<file path="config.mk">
export PLATFORM = sky130hd
export DESIGN_NAME = ipv4_l4_header_length_parser_core
export DESIGN_NICKNAME = d
export VERILOG_FILES = /design/src/design/ihlp_pkg.sv /design/src/design/ihlp_front.sv /design/src/design/ihlp_fifo.sv /design/src/design/ihlp_back.sv /design/src/design/ipv4_l4_header_length_parser_core.sv
export SDC_FILE = /design/constraint.sdc
export NUM_CORES = 1
export LEC_CHECK = 0
export BUFFER_PORTS_ARGS = -buffer_cell sky130_fd_sc_hd__buf_2
export CAP_MARGIN = 5
export CORE_MARGIN = 1.5
export CORE_UTILIZATION = 35
export CTS_CLUSTER_SIZE = 30
export DETAILED_ROUTE_END_ITERATION = 7
export SETUP_SLACK_MARGIN = 0.5
export SYNTH_ARGS = -nofsm -noshare
export SYNTH_HDL_FRONTEND = slang
export SYNTH_HIERARCHICAL = 1
export SYNTH_SLANG_ARGS = --single-unit
</file>
<file path="constraint.sdc">
create_clock -name clk -period 19.4 [get_ports clk]
set_clock_uncertainty 0.2 [all_clocks]
set_input_delay 0.97 -clock clk [delete_from_list [all_inputs] [get_ports clk]]
set_output_delay 0.97 -clock clk [all_outputs]
set_load 0.1 [all_outputs]
</file>
<file path="src/design/ihlp_pkg.sv">
// Package for the IPv4 L4 header-length parser: verdict codes, header constants
// and the per-frame record passed from the front end to the back end.
// No dependencies.
package ihlp_pkg;

	localparam int unsigned FIFO_DEPTH_DEF = 4;

	localparam logic [15:0] ETH_BYTES  = 16'd14;
	localparam logic [15:0] POS_IHL    = 16'd14;
	localparam logic [15:0] POS_LEN_HI = 16'd16;
	localparam logic [15:0] POS_LEN_LO = 16'd17;
	localparam logic [15:0] POS_PROTO  = 16'd23;
	localparam logic [15:0] MIN_PROTO  = 16'd24;
	localparam logic [15:0] COUNT_MAX  = 16'hffff;
	localparam logic [6:0]  TCP_OFF    = 7'd26;
	localparam logic [3:0]  MIN_WORDS  = 4'd5;
	localparam logic [6:0]  UDP_BYTES  = 7'd8;
	localparam logic [7:0]  PROTO_TCP  = 8'd6;
	localparam logic [7:0]  PROTO_UDP  = 8'd17;

	typedef enum logic [2:0] {
		VERDICT_KEEP      = 3'd0,
		VERDICT_IP_SHORT  = 3'd1,
		VERDICT_TCP_SHORT = 3'd2,
		VERDICT_PROTO     = 3'd3,
		VERDICT_NO_PAY    = 3'd4,
		VERDICT_TRUNC     = 3'd5
	} verdict_t;

	typedef struct packed {
		logic [15:0] cap;
		logic [3:0]  ihl;
		logic [15:0] total;
		logic [7:0]  proto;
		logic [3:0]  tcp;
	} frame_rec_t;

endpackage

</file>
<file path="src/design/ihlp_front.sv">
// Front end of the IPv4 L4 header-length parser: counts frame bytes and
// captures header fields; emits one frame record at the last byte.
// Depends on ihlp_pkg.
module ihlp_front import ihlp_pkg::*; (
	input  logic       clk,
	input  logic       arst_n,
	input  logic       in_valid,
	output logic       in_ready,
	input  logic [7:0] in_byte,
	input  logic       in_last,
	output logic       push,
	output frame_rec_t push_rec,
	input  logic       full
);

	logic [15:0] byte_count_q;
	logic [3:0]  ihl_q;
	logic [15:0] total_q;
	logic [7:0]  proto_q;
	logic [3:0]  tcp_q;

	logic [3:0]  ihl_nx;
	logic [15:0] total_nx;
	logic [7:0]  proto_nx;
	logic [3:0]  tcp_nx;
	logic [6:0]  tcp_pos;
	logic [15:0] cap;
	logic        accept;

	assign in_ready = !full;
	assign accept   = in_valid && in_ready;

	always_comb begin
		ihl_nx   = ihl_q;
		total_nx = total_q;
		proto_nx = proto_q;
		tcp_nx   = tcp_q;
		if (byte_count_q == POS_IHL) begin
			ihl_nx = in_byte[3:0];
		end else if (byte_count_q == POS_LEN_HI) begin
			total_nx = {in_byte, total_q[7:0]};
		end else if (byte_count_q == POS_LEN_LO) begin
			total_nx = {total_q[15:8], in_byte};
		end else if (byte_count_q == POS_PROTO) begin
			proto_nx = in_byte;
		end
		tcp_pos = TCP_OFF + {1'b0, ihl_nx, 2'b00};
		if (byte_count_q > POS_IHL && byte_count_q == {9'd0, tcp_pos}) begin
			tcp_nx = in_byte[7:4];
		end
		cap = (byte_count_q < COUNT_MAX) ? byte_count_q + 16'd1 : COUNT_MAX;
	end

	assign push           = accept && in_last;
	assign push_rec.cap   = cap;
	assign push_rec.ihl   = ihl_nx;
	assign push_rec.total = total_nx;
	assign push_rec.proto = proto_nx;
	assign push_rec.tcp   = tcp_nx;

	always_ff @(posedge clk or negedge arst_n) begin
		if (!arst_n) begin
			byte_count_q <= '0;
			ihl_q        <= '0;
			total_q      <= '0;
			proto_q      <= '0;
			tcp_q        <= '0;
		end else if (accept) begin
			if (in_last) begin
				byte_count_q <= '0;
				ihl_q        <= '0;
				total_q      <= '0;
				proto_q      <= '0;
				tcp_q        <= '0;
			end else begin
				byte_count_q <= cap;
				ihl_q        <= ihl_nx;
				total_q      <= total_nx;
				proto_q      <= proto_nx;
				tcp_q        <= tcp_nx;
			end
		end
	end

endmodule

</file>
<file path="src/design/ihlp_fifo.sv">
// Short queue of frame records between front and back end of the parser.
// Depends on ihlp_pkg.
module ihlp_fifo import ihlp_pkg::*; #(
	parameter int unsigned DEPTH = FIFO_DEPTH_DEF
) (
	input  logic       clk,
	input  logic       arst_n,
	input  logic       push,
	input  frame_rec_t push_rec,
	output logic       full,
	input  logic       pop,
	output frame_rec_t pop_rec,
	output logic       empty
);

	localparam int unsigned PW = (DEPTH > 1) ? $clog2(DEPTH) : 1;
	localparam int unsigned CW = $clog2(DEPTH + 1);
	localparam logic [PW-1:0] LAST_IDX = PW'(DEPTH - 1);
	localparam logic [CW-1:0] FULL_CNT = CW'(DEPTH);

	frame_rec_t    mem_q [DEPTH];
	logic [PW-1:0] wr_ptr_q;
	logic [PW-1:0] rd_ptr_q;
	logic [CW-1:0] count_q;
	logic          do_push;
	logic          do_pop;

	assign full    = (count_q == FULL_CNT);
	assign empty   = (count_q == '0);
	assign do_push = push && !full;
	assign do_pop  = pop && !empty;
	assign pop_rec = mem_q[rd_ptr_q];

	always_ff @(posedge clk) begin
		if (do_push) begin
			mem_q[wr_ptr_q] <= push_rec;
		end
	end

	always_ff @(posedge clk or negedge arst_n) begin
		if (!arst_n) begin
			wr_ptr_q <= '0;
			rd_ptr_q <= '0;
			count_q  <= '0;
		end else begin
			if (do_push) begin
				wr_ptr_q <= (wr_ptr_q == LAST_IDX) ? '0 : wr_ptr_q + PW'(1);
			end
			if (do_pop) begin
				rd_ptr_q <= (rd_ptr_q == LAST_IDX) ? '0 : rd_ptr_q + PW'(1);
			end
			unique case ({do_push, do_pop})
				2'b10:   count_q <= count_q + CW'(1);
				2'b01:   count_q <= count_q - CW'(1);
				default: count_q <= count_q;
			endcase
		end
	end

endmodule

</file>
<file path="src/design/ihlp_back.sv">
// Back end of the parser: verdict and lengths in stage 1, pad and trim into
// the output register in stage 2. Depends on ihlp_pkg.
module ihlp_back import ihlp_pkg::*; (
	input  logic        clk,
	input  logic        arst_n,
	input  logic        empty,
	input  frame_rec_t  rec,
	output logic        pop,
	output logic        out_valid,
	input  logic        out_ready,
	output logic [79:0] out_data,
	output logic [2:0]  out_user
);

	logic        valid_s1;
	verdict_t    verdict_s1;
	logic [7:0]  hdr_s1;
	logic [15:0] pay_s1;
	logic [16:0] rest_s1;
	logic [15:0] cap_s1;

	logic        valid_s2;
	verdict_t    verdict_s2;
	logic [7:0]  hdr_s2;
	logic [15:0] pay_s2;
	logic [16:0] rest_s2;
	logic [15:0] cap_s2;
	logic [16:0] pad_s2;
	logic        trim_s2;

	logic        adv_s2;
	logic        adv_s1;
	verdict_t    verdict;
	logic [5:0]  ip_bytes;
	logic [6:0]  tr_bytes;
	logic [6:0]  sum_bytes;
	logic [6:0]  tcp_pos;
	logic        keep;
	logic [16:0] cap_ext;

	assign adv_s2 = !valid_s2 || out_ready;
	assign adv_s1 = !valid_s1 || adv_s2;
	assign pop    = !empty && adv_s1;

	always_comb begin
		ip_bytes = {rec.ihl, 2'b00};
		tcp_pos  = TCP_OFF + {1'b0, ip_bytes};
		tr_bytes = '0;
		verdict  = VERDICT_KEEP;
		priority if (rec.cap <= ETH_BYTES) begin
			verdict = VERDICT_TRUNC;
		end else if (rec.ihl < MIN_WORDS) begin
			verdict = VERDICT_IP_SHORT;
		end else if (rec.cap < MIN_PROTO) begin
			verdict = VERDICT_TRUNC;
		end else if (rec.proto == PROTO_TCP) begin
			priority if (rec.cap <= {9'd0, tcp_pos}) begin
				verdict = VERDICT_TRUNC;
			end else if (rec.tcp < MIN_WORDS) begin
				verdict = VERDICT_TCP_SHORT;
			end else begin
				tr_bytes = {1'b0, rec.tcp, 2'b00};
			end
		end else if (rec.proto == PROTO_UDP) begin
			tr_bytes = UDP_BYTES;
		end else begin
			verdict = VERDICT_PROTO;
		end
		sum_bytes = {1'b0, ip_bytes} + tr_bytes;
		if (verdict == VERDICT_KEEP && rec.total <= {9'd0, sum_bytes}) begin
			verdict = VERDICT_NO_PAY;
		end
		keep = (verdict == VERDICT_KEEP);
	end

	always_ff @(posedge clk) begin
		if (pop) begin
			verdict_s1 <= verdict;
			cap_s1     <= rec.cap;
			hdr_s1     <= keep ? ETH_BYTES[7:0] + {1'b0, sum_bytes} : '0;
			pay_s1     <= keep ? rec.total - {9'd0, sum_bytes} : '0;
			rest_s1    <= keep ? {1'b0, ETH_BYTES} + {1'b0, rec.total} : '0;
		end
	end

	assign cap_ext = {1'b0, cap_s1};

	always_ff @(posedge clk) begin
		if (valid_s1 && adv_s2) begin
			verdict_s2 <= verdict_s1;
			hdr_s2     <= hdr_s1;
			pay_s2     <= pay_s1;
			rest_s2    <= rest_s1;
			cap_s2     <= cap_s1;
			pad_s2     <= (verdict_s1 == VERDICT_KEEP && rest_s1 > cap_ext) ?
				rest_s1 - cap_ext : '0;
			trim_s2    <= (verdict_s1 == VERDICT_KEEP) && (rest_s1 < cap_ext);
		end
	end

	always_ff @(posedge clk or negedge arst_n) begin
		if (!arst_n) begin
			valid_s1 <= 1'b0;
			valid_s2 <= 1'b0;
		end else begin
			if (adv_s1) begin
				valid_s1 <= pop;
			end
			if (adv_s2) begin
				valid_s2 <= valid_s1;
			end
		end
	end

	assign out_valid = valid_s2;
	assign out_user  = verdict_s2;
	assign out_data  = {5'b00000, trim_s2, pad_s2, cap_s2, rest_s2, pay_s2, hdr_s2};

endmodule

</file>
<file path="src/design/ipv4_l4_header_length_parser_core.sv">
// IPv4 L4 header-length parser top level: front end, record queue, back end.
// Depends on ihlp_pkg, ihlp_front, ihlp_fifo, ihlp_back.
// Throughput: one byte per cycle; the front end stalls only when the queue is full.
// After the last byte is taken, the result passes the queue write, then the verdict
// stage, then the output register, and is held back while m_tready is low.
// Reset: arst_n clears the byte count, captured fields, queue and stage valids.
module ipv4_l4_header_length_parser_core import ihlp_pkg::*; #(
	parameter int unsigned FIFO_DEPTH = FIFO_DEPTH_DEF
) (
	input  logic        clk,
	input  logic        arst_n,
	input  logic        s_tvalid,
	output logic        s_tready,
	input  logic [7:0]  s_tdata,  // data_byte
	input  logic        s_tlast,
	output logic        m_tvalid,
	input  logic        m_tready,
	// header_len[7:0], payload_len[23:8], restored_len[40:24], captured_len[56:41],
	// pad_len[73:57], trim[74], zero[79:75]
	output logic [79:0] m_tdata,
	output logic [2:0]  m_tuser   // verdict
);

	frame_rec_t push_rec;
	frame_rec_t pop_rec;
	logic       push;
	logic       pop;
	logic       full;
	logic       empty;

	ihlp_front u_front (
		.clk      (clk),
		.arst_n   (arst_n),
		.in_valid (s_tvalid),
		.in_ready (s_tready),
		.in_byte  (s_tdata),
		.in_last  (s_tlast),
		.push     (push),
		.push_rec (push_rec),
		.full     (full)
	);

	ihlp_fifo #(
		.DEPTH (FIFO_DEPTH)
	) u_fifo (
		.clk      (clk),
		.arst_n   (arst_n),
		.push     (push),
		.push_rec (push_rec),
		.full     (full),
		.pop      (pop),
		.pop_rec  (pop_rec),
		.empty    (empty)
	);

	ihlp_back u_back (
		.clk       (clk),
		.arst_n    (arst_n),
		.empty     (empty),
		.rec       (pop_rec),
		.pop       (pop),
		.out_valid (m_tvalid),
		.out_ready (m_tready),
		.out_data  (m_tdata),
		.out_user  (m_tuser)
	);

endmodule
</file>
# [Word level (Yosys, flattened, before mapping)]
# Memories as Yosys holds them, arrays and structs flattened.
# Index checks and enable logic that the tools add are counted.
[totals] regBits=195 latch_bits=0 mem_bits_rw=192 mem_bits_ro=0 input_bits=13 output_inout_bits=85 wordCells=113 memories=1
[classes] add_sub_neg=12 multipliers=0 n_div=0 n_lt_le_gt_ge=10 n_eq_ne=12 shift=0 n_mux=35 n_bitwise=0 n_reduce_logical=21
[memory_table] name="u_fifo.mem_q" depth=4 width=48 read_ports=1 rd_ports_with_merged_regs=0 wr=1 line="ihlp_fifo.sv:21" text="frame_rec_t mem_q [DEPTH];"
[op_table] op="16-bit two-way mux" count=5
[op_table] op="16-bit by 5-bit equality test with 1-bit output (second input constant)" count=3
[op_table] op="8-bit two-way mux" count=6
[op_table] op="7-bit two-way mux" count=5
[op_table] op="16-bit by 7-bit less-or-equal comparator with 1-bit output" count=2
[op_table] op="4-bit two-way mux" count=5
[op_table] op="3-bit two-way mux" count=6
[op_table] op="4-bit by 16-bit adder with 17-bit output (first input constant)" count=1
[op_table] op="17-bit by 16-bit greater-than comparator with 1-bit output" count=1
[op_table] op="17-bit by 16-bit less-than comparator with 1-bit output" count=1
[op_table] op="17-bit by 16-bit subtractor with 17-bit output" count=1
[op_table] op="16-bit by 1-bit adder with 16-bit output (second input constant)" count=1
[op_table] op="16-bit by 4-bit equality test with 1-bit output (second input constant)" count=1
[op_table] op="16-bit by 7-bit equality test with 1-bit output" count=1
[op_table] op="16-bit by 4-bit greater-than comparator with 1-bit output (second input constant)" count=1
[op_table] op="16-bit by 4-bit less-or-equal comparator with 1-bit output (second input constant)" count=1
[op_table] op="16-bit less-than comparator (second input constant)" count=1
[op_table] op="16-bit by 5-bit less-than comparator with 1-bit output (second input constant)" count=1
[op_table] op="16-bit by 7-bit subtractor with 16-bit output" count=1
[op_table] op="5-bit by 6-bit adder with 7-bit output (first input constant)" count=2
[op_table] op="3-bit zero test" count=4
[op_table] op="1-bit logical AND" count=10
[op_table] op="4-bit by 7-bit adder with 8-bit output (first input constant)" count=1
[op_table] op="8-bit by 3-bit equality test with 1-bit output (second input constant)" count=1
[op_table] op="16 further kinds" count=28

# [Logic depth before layout (Yosys ltp)]
# An unclocked memory read counts as a cell.
[logic_depth] word_depth=13 depth_mapped=26 mapped_depth_nobuf=22

# [Hierarchy]
# The synthesis kept the hierarchy.
[by_module_without_submodules] mod="ihlp_fifo" instances=1 cells_each=291 area_per_inst_um2=7432.1 seq_area_each_um2=5940.7
[by_module_without_submodules] mod="ihlp_back" instances=1 cells_each=549 area_per_inst_um2=6804.0 seq_area_each_um2=4073.9
[by_module_without_submodules] mod="ihlp_front" instances=1 cells_each=393 area_per_inst_um2=3223.1 seq_area_each_um2=1201.2

# [Least setup slack after synthesis]
# No wires, ideal clock.
[synth_path] path_type="flip-flop to flip-flop" from="register u_fifo.rd_ptr_q[0]" to="register u_back.pay_s1[14], data pin" setup_time_ps=254 t_arrival_ps=5775 required_ps=18946 setup_slack_ps=13171 stages_incl_launch_ff=26 path_buffers=4 period_less_slack_ps=6229 cell_sequence="dfrtp_1 buf_6 buf_12 mux4_2 inv_1 ha_1 xor2_1 ha_1 nand4b_1 or4b_2 a21o_1 nor3b_1 and3_1 ha_1 fa_1 a21o_1 a21oi_1 ha_1 inv_1 a211oi_1 a2111oi_4 a21boi_2 o311ai_2 buf_4 buf_6 nor2_1"
[synth_rtl] element="start: declaration" line="ihlp_fifo.sv:23" text="logic [PW-1:0] rd_ptr_q;"
[synth_rtl] element="start signal: assignment" line="ihlp_fifo.sv:50" text="rd_ptr_q <= (rd_ptr_q == LAST_IDX) ? '0 : rd_ptr_q + PW'(1);"
[synth_rtl] element="end signal: assignment" line="ihlp_back.sv:81" text="pay_s1 <= keep ? rec.total - {9'd0, sum_bytes} : '0;"
[synth_rtl] element="end: declaration" line="ihlp_back.sv:18" text="logic [15:0] pay_s1;"

==> metrics <==
initial antenna violation count 1; Switching Share 40.2%; Syn-to-layout area delta 13.2%; Reg2Reg Depth 17; GR Overflow Total 0; Total GRT Usage 15.0%; EDFF count, synth 326; clk root buf clkbuf_16; critical path fanouts, max 41; Tightest Pin Transition 1220 ps; PostCTS Resize Cnt 0; final wirelength 37900 um; number of diodes 0; first-pass GRT wire length 59200 um; vias 10400; layout cell share with drive strength beyond 1 19.5%; pin count of the biggest net entering global routing 69; cell area after synthesis 17500 um2; Chip Height 226 um; placed wire-length estimate 25400 um; status finished clean; DR DRC count 0; Post-Place Setup Slack 12000 ps; Hold Path Depth 0; Flop pwr share 37.2%; Final WS setup 12030 ps; CTS Buffer Depth 3; Die W 226 um; #FFs+latches synth 383; Clk network pwr share 23.6%; f_max 0.136 GHz; Detailed Routing Iterations Pass 1 5; max-cap check violation count 0; HP Class register to register; clk slew on worst S/H paths 60 ps; Cell Pwr Density 165 nW/um2; Yosys warning total 6; Final Util 40.3%; CTS tree built; register area share after synthesis 64.2%; Fin Setup TNS 0 ps; routability cong. 0.865; min Tclk post-route 7370 ps; asr flop ratio synth 14.9%; Rows 81; Vias/cell 5.15; worst path required time 19510 ps; Slew Limit Fails 0; Final nets 1380; Synth area leaders edfxtp_1, dfrtp_1, mux4_2; DIE AREA 51200 um2; CP Data Arrival Time 7480 ps; Clk Latency, worst-skew pair 580 ps; total area of sequential cells 11200 um2; Final Hold Vio Count 0; multi-input logic area 5690 um2; P_leak 7.40 nW; ys flop type edfxtp_1; Final setup violation count 0; FILL cells 4560; unrepaired setup endpoints after global routing no; WS Path Type register to register; Post CTS Setup Buffer Count 0; Comb power frac 39.2%; I/O Buffers 91; worst rel slew slack 16.4%; internal power 1.95 mW; crit share post-route 38.0%; Final ANT Viol Nets 0; post-cts hold buffer count 0; Post-Syn Instances 1233; I/O pins 98; R2R Setup Slk 12030 ps; Crit. End Element register; Synth top area share 56.1%; Synth area leader edfxtp_1; vias in the first global route 10100; CP Launch Type register; # clock sinks 383; worst vdd ir 0.0663 mV; CTS buffer count 41; CORE AREA 49100 um2; CTS H-tree lvls 2; Yosys cell types 90; Fin Hold WS 219 ps; syn_area_per_cell 14.2 um2; DRT iter0 DRCs 1006; Psw 1.31 mW; post-DR wirelength/cell 18.8 um; Starting Density 35.6%
-- cell usage after synthesis (all sizes together) (10+ instances only) --
cell type,n
nor2b,11
nand2,155
dfrtp,57
inv,43
edfxtp,326
a21o,16
clkbuf,21
xor2,28
a21oi,40
nor3,26
mux4,48
mux2,12
o21ai,30
or3,11
and2,13
a31oi,10
nor2,74
nand2b,22
o221ai,24
xnor2,20
ha,42
nand3,25
buf,43
-- state kept, by name (all words and copies together), names as in the netlist --
name	flops
u_fifo/mem_q	192
u_fifo/rd_ptr_q	2
u_front/ihl_q	4
u_front/tcp_q	4
u_back/out_user	3
u_fifo/wr_ptr_q	2
u_back/trim_s2	1
u_back/cap_s2	16
u_front/byte_count_q	16
u_back/pay_s2	16
u_back/out_valid	1
u_back/valid_s1	1
u_back/verdict_s1	3
u_front/proto_q	8
u_fifo/count_q	3
u_back/hdr_s1	7
u_front/total_q	16
u_back/rest_s2	16
u_back/pad_s2	17
u_back/cap_s1	16
u_back/hdr_s2	7
u_back/pay_s1	16
u_back/rest_s1	16
-- per-layer routing --
layer  wire length (um)  track usage (%)  up-vias
met3               1910             2.97       71
met5                 13                0        -
met4                971             4.54        2
met1              17800             21.4     5198
li1                   -                -     4838
met2              17200             23.2      267
-- power by group through the flow --
stage / Sequential (mW) / Combinational, mW / Clock (mW)
floorplan: 1.49 / 0.747 / 0
global placement: 1.23 / 1.26 / 0
detailed placement: 1.23 / 1.28 / 0
CTS: 1.21 / 1.28 / 0.789
global route: 1.23 / 1.38 / 0.821
finish: 1.21 / 1.28 / 0.770
-- stage by stage --
| stage | instance area [um2] | power [mW] | cells |
|---|---|---|---|
| after floorplan | 17500 | 2.24 | 1238 |
| after global placement | 18500 | 2.49 | 1942 |
| after detailed placement | 18500 | 2.51 | 1942 |
| after CTS | 19800 | 3.28 | 2016 |
| after global routing | 19800 | 3.43 | 2016 |
| final | 19800 | 3.26 | 2016 |
-- cell usage in the layout, fill, tap and decap left out, drive strengths merged, types with 8 or more instances in the layout --
cell type and count:
o21a 8, clkbuf 56, nor3 26, mux2 12, inv 46, nand2 155, nor4 8, nor2 74
nand2b 22, and3 9, and2 13, o21ai 30, mux4 48, a21o 16, ha 42, o221ai 24
buf 104, nor2b 11, a21oi 40, a31oi 10, nand3 25, clkinv 10, nand4 8, or3 11
dfrtp 57, xor2 28, xnor2 20, edfxtp 326
-- worst max-delay path, cell delays in order, from the launching register on --
cell and delay (ps):
dfrtp_2 590, buf_4 690, mux4_2 650, ha_1 320, or4b_2 610, a21o_1 240, nor3b_1 160, and3_1 180
ha_1 220, fa_1 420, xnor2_1 410, ha_1 370, a21oi_1 160, o21ai_0 230, a2111oi_0 1130, nand4b_1 210
xor2_1 190, nor2_1 50
-- layout make-up --
cell class,count,share of cell area [%]
flip-flops and latches,383,56.8
multi-input cells,748,28.8
clock buffers,56,5.58
well taps,664,4.20
repair buffers,104,2.80
clock inverters,18,1.01
inverters,43,0.817
-- path summary, 6_finish.rpt --
path,startpoint,end
setup reg to reg,u_fifo/rd_ptr_q[0],u_back/pay_s1[13]
setup / recovery,u_fifo/rd_ptr_q[0],u_back/pay_s1[13]
min in group asynchronous,arst_n,u_front/tcp_q[1]
max in group asynchronous,arst_n,u_fifo/rd_ptr_q[0]
hold reg to reg,u_back/pay_s1[4],u_back/pay_s2[4]
hold / removal,u_back/pay_s1[4],u_back/pay_s2[4]
-- logic make-up after synthesis --
| family | after synthesis | synth area share [%] |
|---|---|---|
| DFF | 383 | 64.2 |
| muxes | 63 | 7.14 |
| AOI/OAI and AO/OA | 185 | 7.74 |
| adders and majority gates | 47 | 3.53 |
| buffers and inverters | 107 | 3.42 |
| other | 1 | 0.0215 |
| and+or+nand+nor | 399 | 11.5 |
| xor gates and xnor gates | 48 | 2.41 |
No activity file was read; power rests on OpenSTA's default activity.
